**config.mk**
```make
export PLATFORM = sky130hd
export DESIGN_NAME = accel_bias_double_integrator
export DESIGN_NICKNAME = d
export VERILOG_FILES = /design/src/rtl/abdi_pkg.sv /design/src/rtl/abdi_div.sv /design/src/rtl/abdi_lane.sv /design/src/rtl/abdi_regs.sv /design/src/rtl/accel_bias_double_integrator.sv
export SDC_FILE = /design/constraint.sdc
export NUM_CORES = 2
export LEC_CHECK = 0
export ABC_AREA = 1
export BUFFER_PORTS_ARGS = -buffer_cell sky130_fd_sc_hd__buf_2
export CORE_AREA = 4 4 465 467
export CTS_CLUSTER_DIAMETER = 50
export DETAILED_ROUTE_END_ITERATION = 12
export DIE_AREA = 0 0 469 471
export PLACE_DENSITY = 0.52
export SETUP_SLACK_MARGIN = 0.02
export SYNTH_ARGS = -nofsm -noshare
export SYNTH_HDL_FRONTEND = slang
export SYNTH_HIERARCHICAL = 1
export SYNTH_SLANG_ARGS = --single-unit
```
**constraint.sdc**
```tcl
create_clock -name i_clk -period 22.3 [get_ports i_clk]
set_input_delay 4.46 -clock i_clk [delete_from_list [all_inputs] [get_ports i_clk]]
set_output_delay 4.46 -clock i_clk [all_outputs]
set_load 0.02 [all_outputs]
```
**src/rtl/abdi_pkg.sv**
```systemverilog
`timescale 1ns / 1ps

package abdi_pkg;

    // Fixed field widths
    localparam int SAMPLE_W    = 16;
    localparam int CORR_W      = 17;
    localparam int SPEED_OUT_W = 32;
    localparam int DIST_OUT_W  = 48;
    localparam int CAL_W       = 11;
    localparam int MAX_AXES    = 3;

    // Divider steps: one quotient bit per cycle, quotient magnitude fits a sample
    localparam int DIV_CNT_W = $clog2(SAMPLE_W);

    // Register file
    localparam int APB_ADDR_W = 4;
    localparam int APB_DATA_W = 32;
    localparam logic [CAL_W-1:0] CAL_SAMPLES_RST = CAL_W'(64);

    // Parameter defaults
    localparam int AXES_DEF            = 3;
    localparam int MAX_CAL_SAMPLES_DEF = 1024;
    localparam int SPEED_BITS_DEF      = 32;
    localparam int DISTANCE_BITS_DEF   = 48;

    typedef enum logic [1:0] {
        CMD_INTEGRATE = 2'd0,
        CMD_CALIBRATE = 2'd1,
        CMD_LOAD_BIAS = 2'd2,
        CMD_NONE      = 2'd3
    } t_cmd;

    typedef enum logic [1:0] {
        REG_CALIB_SAMPLES = 2'd0,
        REG_BIAS_X        = 2'd1,
        REG_BIAS_Y        = 2'd2,
        REG_BIAS_Z        = 2'd3
    } t_reg_idx;

    // Sequencer to lanes
    typedef struct packed {
        logic accept;
        t_cmd cmd;
        logic speed_en;
        logic dist_en;
        logic div_start;
        logic div_step;
        logic div_finish;
    } t_lane_ctrl;

endpackage

```
**src/rtl/abdi_div.sv**
```systemverilog
`timescale 1ns / 1ps

// Restoring divider, signed dividend by unsigned divisor, truncates toward zero.
// Quotient magnitude must fit SAMPLE_W bits (true for an average of samples).
module abdi_div #(
    parameter int CNT_W = 11
) (
    input  logic                                      i_clk,
    input  logic                                      i_start,
    input  logic                                      i_step,
    input  logic signed [abdi_pkg::SAMPLE_W+CNT_W-1:0] i_dividend,
    input  logic        [CNT_W-1:0]                   i_divisor,
    output logic signed [abdi_pkg::SAMPLE_W-1:0]      o_quot
);

    localparam int QW    = abdi_pkg::SAMPLE_W;
    localparam int SUM_W = QW + CNT_W;

    logic             r_neg;
    logic [CNT_W-1:0] r_rem;
    logic [QW-1:0]    r_q;

    logic [SUM_W-1:0] w_mag;
    logic [CNT_W:0]   w_trial;
    logic [CNT_W:0]   w_diff;
    logic             w_ge;

    assign w_mag   = i_dividend[SUM_W-1] ? (~i_dividend + 1'b1) : i_dividend;
    assign w_trial = {r_rem, r_q[QW-1]};
    assign w_ge    = w_trial >= {1'b0, i_divisor};
    assign w_diff  = w_trial - {1'b0, i_divisor};

    always_ff @(posedge i_clk) begin
        if (i_start) begin
            r_neg <= i_dividend[SUM_W-1];
            r_rem <= w_mag[SUM_W-1:QW];
            r_q   <= w_mag[QW-1:0];
        end else if (i_step) begin
            r_rem <= w_ge ? w_diff[CNT_W-1:0] : w_trial[CNT_W-1:0];
            r_q   <= {r_q[QW-2:0], w_ge};
        end
    end

    assign o_quot = r_neg ? (~r_q + 1'b1) : r_q;

endmodule

```
**src/rtl/abdi_lane.sv**
```systemverilog
`timescale 1ns / 1ps

// One axis: bias, speed and distance accumulators, calibration sum, divider.
module abdi_lane #(
    parameter int CNT_W         = 11,
    parameter int SPEED_BITS    = abdi_pkg::SPEED_BITS_DEF,
    parameter int DISTANCE_BITS = abdi_pkg::DISTANCE_BITS_DEF
) (
    input  logic                                  i_clk,
    input  logic                                  i_rst_n,
    input  abdi_pkg::t_lane_ctrl                  i_ctrl,
    input  logic signed [abdi_pkg::SAMPLE_W-1:0]  i_sample,
    input  logic signed [abdi_pkg::SAMPLE_W-1:0]  i_manual_bias,
    input  logic        [CNT_W-1:0]               i_divisor,
    output logic signed [abdi_pkg::CORR_W-1:0]    o_corrected,
    output logic signed [SPEED_BITS-1:0]          o_speed,
    output logic signed [DISTANCE_BITS-1:0]       o_distance
);

    localparam int SW    = abdi_pkg::SAMPLE_W;
    localparam int SUM_W = SW + CNT_W;

    logic signed [SW-1:0]            r_last,  n_last;
    logic signed [SW-1:0]            r_bias,  n_bias;
    logic signed [SPEED_BITS-1:0]    r_speed, n_speed;
    logic signed [DISTANCE_BITS-1:0] r_dist,  n_dist;
    logic signed [SUM_W-1:0]         r_sum,   n_sum;

    logic signed [abdi_pkg::CORR_W-1:0] w_corr;
    logic signed [SW-1:0]               w_quot;

    assign w_corr = abdi_pkg::CORR_W'(r_last) - abdi_pkg::CORR_W'(r_bias);

    abdi_div #(
        .CNT_W (CNT_W)
    ) u_div (
        .i_clk      (i_clk),
        .i_start    (i_ctrl.div_start),
        .i_step     (i_ctrl.div_step),
        .i_dividend (r_sum),
        .i_divisor  (i_divisor),
        .o_quot     (w_quot)
    );

    always_comb begin
        n_last  = r_last;
        n_bias  = r_bias;
        n_speed = r_speed;
        n_dist  = r_dist;
        n_sum   = r_sum;
        if (i_ctrl.accept) begin
            unique case (i_ctrl.cmd)
                abdi_pkg::CMD_INTEGRATE: begin
                    n_last = i_sample;
                end
                abdi_pkg::CMD_CALIBRATE: begin
                    n_last = i_sample;
                    n_sum  = r_sum + SUM_W'(i_sample);
                end
                abdi_pkg::CMD_LOAD_BIAS: begin
                    n_bias = i_manual_bias;
                end
                abdi_pkg::CMD_NONE: begin
                end
                default: begin
                end
            endcase
        end
        if (i_ctrl.speed_en) begin
            n_speed = r_speed + SPEED_BITS'(w_corr);
        end
        if (i_ctrl.dist_en) begin
            n_dist = r_dist + DISTANCE_BITS'(r_speed);
        end
        if (i_ctrl.div_start) begin
            n_sum = '0;
        end
        if (i_ctrl.div_finish) begin
            n_bias  = w_quot;
            n_speed = '0;
        end
    end

    always_ff @(posedge i_clk) begin
        if (!i_rst_n) begin
            r_last  <= '0;
            r_bias  <= '0;
            r_speed <= '0;
            r_dist  <= '0;
            r_sum   <= '0;
        end else begin
            r_last  <= n_last;
            r_bias  <= n_bias;
            r_speed <= n_speed;
            r_dist  <= n_dist;
            r_sum   <= n_sum;
        end
    end

    assign o_corrected = w_corr;
    assign o_speed     = r_speed;
    assign o_distance  = r_dist;

endmodule

```
**src/rtl/abdi_regs.sv**
```systemverilog
`timescale 1ns / 1ps

// APB register file: calibration length and manual bias per axis.
module abdi_regs (
    input  logic                                   i_clk,
    input  logic                                   i_rst_n,
    input  logic                                   psel,
    input  logic                                   penable,
    input  logic                                   pwrite,
    input  logic [abdi_pkg::APB_ADDR_W-1:0]        paddr,
    input  logic [abdi_pkg::APB_DATA_W-1:0]        pwdata,
    output logic [abdi_pkg::APB_DATA_W-1:0]        prdata,
    output logic                                   pready,
    output logic [abdi_pkg::CAL_W-1:0]             o_cal_samples,
    output logic signed [abdi_pkg::SAMPLE_W-1:0]   o_manual_bias [abdi_pkg::MAX_AXES]
);

    localparam int DW = abdi_pkg::APB_DATA_W;
    localparam int SW = abdi_pkg::SAMPLE_W;

    logic [abdi_pkg::CAL_W-1:0] r_cal;
    logic signed [SW-1:0]       r_bias [abdi_pkg::MAX_AXES];
    abdi_pkg::t_reg_idx         w_idx;
    logic                       w_wr;

    assign w_idx  = abdi_pkg::t_reg_idx'(paddr[3:2]);
    assign w_wr   = psel && penable && pwrite;
    assign pready = 1'b1;

    always_ff @(posedge i_clk) begin
        if (!i_rst_n) begin
            r_cal     <= abdi_pkg::CAL_SAMPLES_RST;
            r_bias[0] <= '0;
            r_bias[1] <= '0;
            r_bias[2] <= '0;
        end else if (w_wr) begin
            unique case (w_idx)
                abdi_pkg::REG_CALIB_SAMPLES: r_cal     <= pwdata[abdi_pkg::CAL_W-1:0];
                abdi_pkg::REG_BIAS_X:        r_bias[0] <= pwdata[SW-1:0];
                abdi_pkg::REG_BIAS_Y:        r_bias[1] <= pwdata[SW-1:0];
                abdi_pkg::REG_BIAS_Z:        r_bias[2] <= pwdata[SW-1:0];
                default: begin
                end
            endcase
        end
    end

    always_comb begin
        unique case (w_idx)
            abdi_pkg::REG_CALIB_SAMPLES: prdata = DW'(r_cal);
            abdi_pkg::REG_BIAS_X:        prdata = {{(DW-SW){1'b0}}, r_bias[0]};
            abdi_pkg::REG_BIAS_Y:        prdata = {{(DW-SW){1'b0}}, r_bias[1]};
            abdi_pkg::REG_BIAS_Z:        prdata = {{(DW-SW){1'b0}}, r_bias[2]};
            default:                     prdata = '0;
        endcase
    end

    assign o_cal_samples = r_cal;
    assign o_manual_bias = r_bias;

endmodule

```
**src/rtl/accel_bias_double_integrator.sv**
```systemverilog
`timescale 1ns / 1ps

// Accelerometer bias removal and double integration over up to three axes. Each
// input word carries a command and one signed sample per axis, and yields exactly
// one result word with the corrected acceleration, speed and distance per axis.
// Integrate subtracts the axis bias, adds it to a wrapping speed accumulator and
// then adds the new speed to a wrapping distance accumulator. Calibrate sums
// samples; once calib_samples of them are in, each bias becomes sum / count
// (truncated toward zero), speed is cleared and calibration_done is set. Load
// bias copies the manual bias registers. Words are handled one at a time: an
// integrate word passes through a speed and then a distance update, calibrate
// and load-bias words skip the distance update, and a word that completes a
// calibration first runs the 16-step restoring divider in each axis lane.
// Registers sit on an APB port at byte addresses 0, 4, 8, 12.
module accel_bias_double_integrator #(
    parameter int AXES            = abdi_pkg::AXES_DEF,
    parameter int MAX_CAL_SAMPLES = abdi_pkg::MAX_CAL_SAMPLES_DEF,
    parameter int SPEED_BITS      = abdi_pkg::SPEED_BITS_DEF,
    parameter int DISTANCE_BITS   = abdi_pkg::DISTANCE_BITS_DEF
) (
    input  logic                                     i_clk,
    input  logic                                     i_rst_n,
    // APB configuration
    input  logic                                     psel,
    input  logic                                     penable,
    input  logic                                     pwrite,
    input  logic [abdi_pkg::APB_ADDR_W-1:0]          paddr,
    input  logic [abdi_pkg::APB_DATA_W-1:0]          pwdata,
    output logic [abdi_pkg::APB_DATA_W-1:0]          prdata,
    output logic                                     pready,
    // input words
    input  logic                                     i_valid,
    output logic                                     o_stall,
    input  logic [1:0]                               i_command,
    input  logic signed [abdi_pkg::SAMPLE_W-1:0]     i_sample_x,
    input  logic signed [abdi_pkg::SAMPLE_W-1:0]     i_sample_y,
    input  logic signed [abdi_pkg::SAMPLE_W-1:0]     i_sample_z,
    // result words
    output logic                                     o_valid,
    input  logic                                     i_stall,
    output logic signed [abdi_pkg::CORR_W-1:0]       o_corrected_x,
    output logic signed [abdi_pkg::CORR_W-1:0]       o_corrected_y,
    output logic signed [abdi_pkg::CORR_W-1:0]       o_corrected_z,
    output logic signed [abdi_pkg::SPEED_OUT_W-1:0]  o_speed_x,
    output logic signed [abdi_pkg::SPEED_OUT_W-1:0]  o_speed_y,
    output logic signed [abdi_pkg::SPEED_OUT_W-1:0]  o_speed_z,
    output logic signed [abdi_pkg::DIST_OUT_W-1:0]   o_distance_x,
    output logic signed [abdi_pkg::DIST_OUT_W-1:0]   o_distance_y,
    output logic signed [abdi_pkg::DIST_OUT_W-1:0]   o_distance_z,
    output logic                                     o_calibration_done
);

    localparam int NA    = abdi_pkg::MAX_AXES;
    localparam int SW    = abdi_pkg::SAMPLE_W;
    localparam int CW    = abdi_pkg::CORR_W;
    localparam int SOW   = abdi_pkg::SPEED_OUT_W;
    localparam int DOW   = abdi_pkg::DIST_OUT_W;
    localparam int CAL_W = abdi_pkg::CAL_W;
    localparam int DCW   = abdi_pkg::DIV_CNT_W;
    // count reaches MAX_CAL_SAMPLES at most
    localparam int CNT_W = $clog2(MAX_CAL_SAMPLES + 1);
    localparam int TGT_W = (CNT_W > CAL_W) ? CNT_W : CAL_W;

    typedef enum logic [2:0] {
        S_IDLE,   // waiting for a word
        S_SPEED,  // speed update, or divider load on calibration end
        S_DIST,   // distance update
        S_DIV,    // one quotient bit per cycle in every lane
        S_FIN,    // bias from quotient, speed cleared
        S_PUSH    // hand the result to the output register
    } t_state;

    t_state          r_state;
    abdi_pkg::t_cmd  r_cmd;
    logic            r_done;
    logic [CNT_W-1:0] r_count;
    logic [CNT_W-1:0] r_divisor;
    logic [DCW-1:0]  r_div_cnt;

    // output register
    logic                   r_out_valid;
    logic                   r_out_done;
    logic signed [CW-1:0]   r_out_corr  [NA];
    logic signed [SOW-1:0]  r_out_speed [NA];
    logic signed [DOW-1:0]  r_out_dist  [NA];

    // register file
    logic [CAL_W-1:0]       w_cal_samples;
    logic signed [SW-1:0]   w_manual_bias [NA];

    // lane results, zero for axes not built
    logic signed [SW-1:0]            w_sample [NA];
    logic signed [CW-1:0]            w_corr   [NA];
    logic signed [SPEED_BITS-1:0]    w_speed  [NA];
    logic signed [DISTANCE_BITS-1:0] w_dist   [NA];

    abdi_pkg::t_cmd       w_cmd;
    abdi_pkg::t_lane_ctrl w_ctrl;
    logic                 w_accept;
    logic                 w_out_free;
    logic [CNT_W-1:0]     w_count_inc;
    logic [TGT_W-1:0]     w_cfg_ext;
    logic [TGT_W-1:0]     w_target;
    logic                 w_cal_full;

    abdi_regs u_regs (
        .i_clk         (i_clk),
        .i_rst_n       (i_rst_n),
        .psel          (psel),
        .penable       (penable),
        .pwrite        (pwrite),
        .paddr         (paddr),
        .pwdata        (pwdata),
        .prdata        (prdata),
        .pready        (pready),
        .o_cal_samples (w_cal_samples),
        .o_manual_bias (w_manual_bias)
    );

    assign o_stall    = (r_state != S_IDLE);
    assign w_accept   = i_valid && !o_stall;
    assign w_out_free = !r_out_valid || !i_stall;
    assign w_cmd      = abdi_pkg::t_cmd'(i_command);

    // Calibration target: 0 acts as 1, clamp at MAX_CAL_SAMPLES.
    assign w_cfg_ext   = TGT_W'(w_cal_samples);
    assign w_count_inc = r_count + CNT_W'(1);
    always_comb begin
        if (w_cfg_ext == '0) begin
            w_target = TGT_W'(1);
        end else if (w_cfg_ext > TGT_W'(MAX_CAL_SAMPLES)) begin
            w_target = TGT_W'(MAX_CAL_SAMPLES);
        end else begin
            w_target = w_cfg_ext;
        end
    end
    assign w_cal_full = TGT_W'(w_count_inc) >= w_target;

    // lane control
    always_comb begin
        w_ctrl.accept     = w_accept;
        w_ctrl.cmd        = w_cmd;
        w_ctrl.speed_en   = (r_state == S_SPEED) && (r_cmd == abdi_pkg::CMD_INTEGRATE);
        w_ctrl.dist_en    = (r_state == S_DIST);
        w_ctrl.div_start  = (r_state == S_SPEED) && r_done;
        w_ctrl.div_step   = (r_state == S_DIV);
        w_ctrl.div_finish = (r_state == S_FIN);
    end

    assign w_sample[0] = i_sample_x;
    assign w_sample[1] = i_sample_y;
    assign w_sample[2] = i_sample_z;

    for (genvar g = 0; g < NA; g++) begin : g_lane
        if (g < AXES) begin : g_on
            abdi_lane #(
                .CNT_W         (CNT_W),
                .SPEED_BITS    (SPEED_BITS),
                .DISTANCE_BITS (DISTANCE_BITS)
            ) u_lane (
                .i_clk         (i_clk),
                .i_rst_n       (i_rst_n),
                .i_ctrl        (w_ctrl),
                .i_sample      (w_sample[g]),
                .i_manual_bias (w_manual_bias[g]),
                .i_divisor     (r_divisor),
                .o_corrected   (w_corr[g]),
                .o_speed       (w_speed[g]),
                .o_distance    (w_dist[g])
            );
        end else begin : g_off
            assign w_corr[g]  = '0;
            assign w_speed[g] = '0;
            assign w_dist[g]  = '0;
        end
    end

    // sequencer, calibration count and output register
    always_ff @(posedge i_clk) begin
        if (!i_rst_n) begin
            r_state     <= S_IDLE;
            r_cmd       <= abdi_pkg::CMD_NONE;
            r_done      <= 1'b0;
            r_count     <= '0;
            r_divisor   <= '0;
            r_div_cnt   <= '0;
            r_out_valid <= 1'b0;
            r_out_done  <= 1'b0;
        end else begin
            // output valid: set on push, cleared once taken
            if ((r_state == S_PUSH) && w_out_free) begin
                r_out_valid <= 1'b1;
            end else if (!i_stall) begin
                r_out_valid <= 1'b0;
            end
            unique case (r_state)
                S_IDLE: begin
                    if (w_accept) begin
                        r_cmd   <= w_cmd;
                        r_done  <= (w_cmd == abdi_pkg::CMD_CALIBRATE) && w_cal_full;
                        r_state <= S_SPEED;
                        if (w_cmd == abdi_pkg::CMD_CALIBRATE) begin
                            if (w_cal_full) begin
                                r_divisor <= w_count_inc;
                                r_count   <= '0;
                            end else begin
                                r_count <= w_count_inc;
                            end
                        end
                    end
                end
                S_SPEED: begin
                    r_div_cnt <= '0;
                    if (r_cmd == abdi_pkg::CMD_INTEGRATE) begin
                        r_state <= S_DIST;
                    end else if (r_done) begin
                        r_state <= S_DIV;
                    end else begin
                        r_state <= S_PUSH;
                    end
                end
                S_DIST: begin
                    r_state <= S_PUSH;
                end
                S_DIV: begin
                    r_div_cnt <= r_div_cnt + DCW'(1);
                    if (r_div_cnt == DCW'(SW - 1)) begin
                        r_state <= S_FIN;
                    end
                end
                S_FIN: begin
                    r_state <= S_PUSH;
                end
                S_PUSH: begin
                    // merge lanes into the output word
                    if (w_out_free) begin
                        r_out_done  <= r_done;
                        for (int j = 0; j < NA; j++) begin
                            r_out_corr[j]  <= w_corr[j];
                            r_out_speed[j] <= SOW'(w_speed[j]);
                            r_out_dist[j]  <= DOW'(w_dist[j]);
                        end
                        r_state <= S_IDLE;
                    end
                end
                default: begin
                    r_state <= S_IDLE;
                end
            endcase
        end
    end

    assign o_valid            = r_out_valid;
    assign o_calibration_done = r_out_done;
    assign o_corrected_x      = r_out_corr[0];
    assign o_corrected_y      = r_out_corr[1];
    assign o_corrected_z      = r_out_corr[2];
    assign o_speed_x          = r_out_speed[0];
    assign o_speed_y          = r_out_speed[1];
    assign o_speed_z          = r_out_speed[2];
    assign o_distance_x       = r_out_dist[0];
    assign o_distance_y       = r_out_dist[1];
    assign o_distance_z       = r_out_dist[2];

endmodule

```
Word level (Yosys, flattened, before mapping)
Memories as Yosys holds them, arrays and structs flattened.
Index checks and enable logic that the tools add are counted.
- $add $sub $neg: 23
- order comparisons: 5
- equal/unequal tests: 15
- mux-type cells: 47
- bitwise logic cells: 7
- reductions and logical operators: 37
- operators by type and width (operator ; number):
    two-way mux 16 bit ; 18
    adder 48 x 32 -> 48 bit ; 3
    two-way mux 11 bit ; 12
    one-hot mux 32 bit (4 select lines) ; 1
    adder 32 x 17 -> 32 bit ; 3
    adder 27 x 1 -> 27 bit (second input constant) ; 3
    adder 27 x 16 -> 27 bit ; 3
    two-way mux 27 bit ; 3
    inverter 27 bit ; 3
    subtractor 16 x 16 -> 17 bit ; 3
    adder 16 x 1 -> 16 bit (second input constant) ; 3
    inverter 16 bit ; 3
    >= comparator 12 x 11 -> 1 bit ; 3
    subtractor 11 bit ; 3
    AND reduction 2 bit ; 9
    two-way mux 3 bit ; 5
    one-hot mux 3 bit (5 select lines) ; 1
    adder 11 x 1 -> 11 bit (second input constant) ; 1
    >= comparator 11 bit ; 1
    greater-than comparator 11 bit (second input constant) ; 1
    zero test 11 bit ; 1
    one-hot mux 4 bit (2 select lines) ; 1
    nonzero test 2 bit ; 4
    OR reduction 2 bit ; 4
    other kinds (19) ; 42
- bits in registers: 594
- bits in writable memories: 291
- input port bits: 93
- output and inout bits: 327
- logic and storage cells: 173
- memories kept: 3
- memory list (memory ; words ; bits a word ; read ports ; clocked after memory_dff ; write ports ; line ; RTL):
    r_out_dist ; 3 ; 48 ; 3 ; 0 ; 3 ; accel_bias_double_integrator.sv:85 ; logic signed [DOW-1:0] r_out_dist [NA];
    r_out_speed ; 3 ; 32 ; 3 ; 0 ; 3 ; accel_bias_double_integrator.sv:84 ; logic signed [SOW-1:0] r_out_speed [NA];
    r_out_corr ; 3 ; 17 ; 3 ; 0 ; 3 ; accel_bias_double_integrator.sv:83 ; logic signed [CW-1:0] r_out_corr [NA];

Logic depth before layout (Yosys ltp)
- depth after elaboration: 6
- mapped depth: 26
- gate-level depth less buffers: 26

Cells and area by module
Netlist, hierarchy kept.
- modules (own cells, without submodules) (module ; times used ; cells each ; area an instance (µm²) ; seq. area each (µm²)):
    abdi_lane (g_lane[0].g_on.u_lane ...) ; 2 ; 2255 ; 13317.8 ; 2782.7
    abdi_lane (g_lane[2].g_on.u_lane) ; 1 ; 2236 ; 13265.2 ; 2782.7
    accel_bias_double_integrator ; 1 ; 607 ; 10864.2 ; 9419.0
    abdi_div (g_lane[1].g_on.u_lane.u_div) ; 1 ; 494 ; 3210.6 ; 840.8
    abdi_div (g_lane[0].g_on.u_lane.u_div) ; 1 ; 494 ; 3198.1 ; 840.8
    abdi_div (g_lane[2].g_on.u_lane.u_div) ; 1 ; 492 ; 3184.3 ; 840.8
    abdi_regs ; 1 ; 450 ; 2930.3 ; 1181.1

Worst setup path after synthesis
Ideal clock, no wire load.
- kind: input-to-reg
- start: input port i_rst_n
- end: memory r_out_corr[0][0] (netlist bit), enable pin
- library setup time: 0.948 ns
- data arrival time: 17.216 ns
- data required time: 21.352 ns
- slack: 4.136 ns
- stages on the path: 4
- path buffers: 2
- cells stage by stage: clkbuf_1 clkinv_1 clkbuf_1 nor2_1
- RTL lines (what ; line ; RTL):
    start: declaration ; accel_bias_double_integrator.sv:22 ; input logic i_rst_n,
    end: declaration ; accel_bias_double_integrator.sv:83 ;

Worst setup path after layout
- start: input port paddr[3] (netlist bit)
- end: output port prdata[5] (netlist bit)
- cells in the longest elaborated chain, start to end: 2
- elaborated cells between the ends (all ways): 5
- classes of those cells: eq/ne: 3; mux: 1; reduce/logical: 1
- ends and longest elaborated chain (what ; line ; RTL):
    start: declaration ; accel_bias_double_integrator.sv:27 ; input logic [abdi_pkg::APB_ADDR_W-1:0] paddr,
    equality test 2 bit, or another cell as far along ; abdi_regs.sv:49 ; unique case (w_idx)
    one-hot mux 32 bit (4 select lines) (*) ; abdi_regs.sv:49 ;
    end: declaration ; accel_bias_double_integrator.sv:29 ; output logic [abdi_pkg::APB_DATA_W-1:0] prdata,
Every way passes the cells marked *; elsewhere a longest branch is shown, timed or not. The select of a mux whose other input is x is not followed.

==> out/qor.txt <==
Run status = finished clean
Critical Path AT = 6.17 ns
CP Class = in -> out
Reg clk slew, reported paths = 0.05 ns
Die Y = 471 um
Maximum resistive drop on vdd = 0.0818 mV
Crit path launch type = primary input
Inst Count DP = 12300
Multi-input logic area = 35400 um2
RSZ-0062 raised after global routing = no
Die Width = 469 um
Worst path bufs/invs = 3
Number of antenna violations at the first check in global routing = 30
Leading area contributor after synthesis = edfxtp_1
Cts hold-fix bufs = 0
Endpoints failing hold = 0
Leak pwr = 36.1 nW
Pre-CTS setup slack = 11.69 ns
Clock insertion delay at the later pin of the skew report = 0.79 ns
Worst Setup Slack, final = 11.67 ns
Fin crit share = 0.477
Top FF cell, synth = dfxtp_1
Crit path cell chain = buf_2, nand2_1, inv_1, nand2_1, nand4_1, buf_2
Netlist cell types = 63
Vias post-DR = 59900
Final HPWL DP = 173 mm
Worst-path maximum fanout = 32
Cts bufs inserted = 144
Worst min-delay path class = reg -> reg
I/O Buffers = 384
CTS max path bufs = 3
Req. time, crit path = 17.84 ns
Iteration-0 DRC count of the detailed router = 4678
Top Ports = 420
Storage cell area = 21500 um2
Routed vias/inst = 4.75
Fin crit period = 10.63 ns
Seq/Total Area, Yosys = 0.339
First-pass GRT wire length = 330 mm
Root buffer cell = clkbuf_16
Final Max Slew Viols = 0
Final setup viols = 0
PD cells = 71.3 nW/um2
Mapped Area = 63300 um2
Critical path's top delay family = buffers and inverters
Largest net degree at the start of global routing = 145
Site row count = 169
Die area = 221000 um2
Fill cells = 22700
CP Capture Type = output port
#FFs+latches synth = 885
Vias in the first global route = 55800
Final Cell Area = 73200 um2
Initial Util = 0.299
CTS tree = done
WL final = 218 mm
Wirelength per Cell = 17.3 um
Cts repair resizes = 0
Worst-Margin Slew = 1.10 ns
DRC = 0
Mapped Cells = 9283
CP max stage delay = 0.75 ns
Critical Path Slowest Stage Cell = inv_1
Ys async rst share = 0
Antenna-violating nets left = 0
Power, Total = 5.22 mW
Final TNS setup = 0 ns
Ys Warns = 6
GP Congestion = 0.924
Post-CTS Setup Inserts = 0
Fmax = 0.0941 GHz
Mean Syn Cell Area = 6.82 um2
Global route total overflow = 0
CTS H-tree lvls = 4
Area Overhead vs Synth = 15.6%
Layout cells sized above 1 = 0.0989
Clock Sinks = 885
Synth area leaders = edfxtp_1 (18%), dfxtp_1 (16%), nand2_1 (14%)
Placed Area = 68100 um2
Nets = 10200
Synth top area share = 0.178
Max Cap Violations = 0
Layout Cells excl Fill = 12600
Worst-case clock skew = 0.0296 ns
Core box area = 212000 um2
Number of synthesized flops with an enable pin = 375
Aggregate global-route resource usage = 0.191
Drt first pass iters = 6
Slew margin rel. = 0.263
[layout by cell type, fill, tap and decap left out, types with 24 or more instances in the layout]
master	n
o21ai_1	28
o21bai_1	87
nor2_2	51
ha_1	412
a21oi_1	465
o21ai_0	447
o21a_1	44
nand3_1	582
buf_4	34
nand2_1	2334
inv_1	1413
nor3_1	56
nand3_2	30
buf_2	383
xor2_1	225
xnor2_1	65
edfxtp_1	375
nand2_2	88
inv_6	24
nand4_1	123
inv_2	25
dfxtp_1	510
a21o_1	29
clkbuf_16	147
nor2_1	1351
a211oi_1	98
[flip-flops by register name, indices dropped and copies added, names as in the netlist, 2 cells and up]
name / flops
g_lane.g_on.u_lane/r_last: 48
g_lane.g_on.u_lane/u_div/r_q: 48
g_lane.g_on.u_lane/u_div/r_rem: 33
g_lane.g_on.u_lane/o_speed: 96
r_div_cnt: 4
r_state: 3
r_cmd: 2
g_lane.g_on.u_lane/r_sum: 81
u_regs/o_manual_bias: 48
r_divisor: 11
r_count: 11
g_lane.g_on.u_lane/u_div/r_neg: 3
r_out_speed: 96
g_lane.g_on.u_lane/r_bias: 48
r_out_dist: 144
u_regs/o_cal_samples: 11
g_lane.g_on.u_lane/o_distance: 144
r_out_corr: 51
[stage by stage]
stage,hold slack (ns),utilization
after floorplan,0.429,-
after global placement,0.444,0.322
after detailed placement,0.449,0.322
after CTS,0.462,0.345
after global routing,0.472,0.346
final,0.459,0.346
[tightest hold or removal path: stages, from the launching register on]
cell and delay, ns:
dfxtp_1 0.32, nand2_1 0.05, nand3_1 0.05
[synth_stat cells, types with 5 or more instances]
master / instances
a211oi_1: 98
a21boi_0: 9
a21o_1: 29
a21oi_1: 465
a21oi_2: 7
a31oi_1: 20
and2_1: 11
buf_1: 23
buf_2: 42
buf_4: 33
clkbuf_1: 105
clkinv_1: 7
dfxtp_1: 510
edfxtp_1: 375
fa_1: 15
ha_1: 412
inv_1: 1413
inv_2: 25
nand2_1: 2334
nand2_2: 88
nand2_4: 7
nand3_1: 582
nand3_2: 30
nand3_4: 5
nand3b_1: 19
nand4_1: 123
nor2_1: 1355
nor2_2: 51
nor2_4: 19
nor3_1: 58
nor3_2: 8
nor4_1: 20
o211ai_1: 7
o21a_1: 44
o21ai_0: 447
o21ai_1: 28
o21ai_2: 13
o21bai_1: 87
or2_1: 14
or2_2: 18
xnor2_1: 65
xor2_1: 225
[final timing paths]
path                                         from                                end  slack (ns)  depth (start not counted)
setup / recovery                         paddr[3]                          prdata[5]       11.67                          6
hold / removal                           r_cmd[0]                           r_cmd[0]        0.46                          2
hold reg to reg                          r_cmd[0]                           r_cmd[0]        0.46                          2
setup reg to reg  g_lane[0].g_on.u_lane/r_last[0]  g_lane[0].g_on.u_lane/o_speed[27]       18.26                         23
[final cells by class]
type | instances | area share
clock inverter | 97 | 0.0156
timing repair buffer | 421 | 0.0307
multi-input combinational | 6756 | 0.485
clock buffer | 170 | 0.0528
antenna | 9 | 0.000308
tap | 2821 | 0.0483
sequential | 885 | 0.294
inverter | 1446 | 0.0743
[where the power goes]
group,internal [mW],switching [mW],total (mW)
Combinational,0.335,0.779,1.11
Sequential,1.74,0.0393,1.78
Clock,1.42,0.898,2.32
[per-layer routing]
metal	wire, um	up-vias	GRT usage
li1	-	30600	-
met1	105000	27500	0.270
met2	96300	1478	0.303
met3	11200	299	0.0246
met4	5830	2	0.0556
met5	13	-	0
[kinds of logic (layout without fill, tap and decap cells)]
group,Yosys count,in the layout,synth area share
AO/OA/AOI/OAI,1270,1270,0.114
XOR/XNOR,290,290,0.0401
adder cells (fa/ha/maj),427,427,0.0862
buffers and inverters,1657,2134,0.103
flip-flops,885,885,0.339
other,2,26,0.000119
AND/OR/NAND/NOR,4752,4752,0.318
Power figures use the tool's default switching activity.
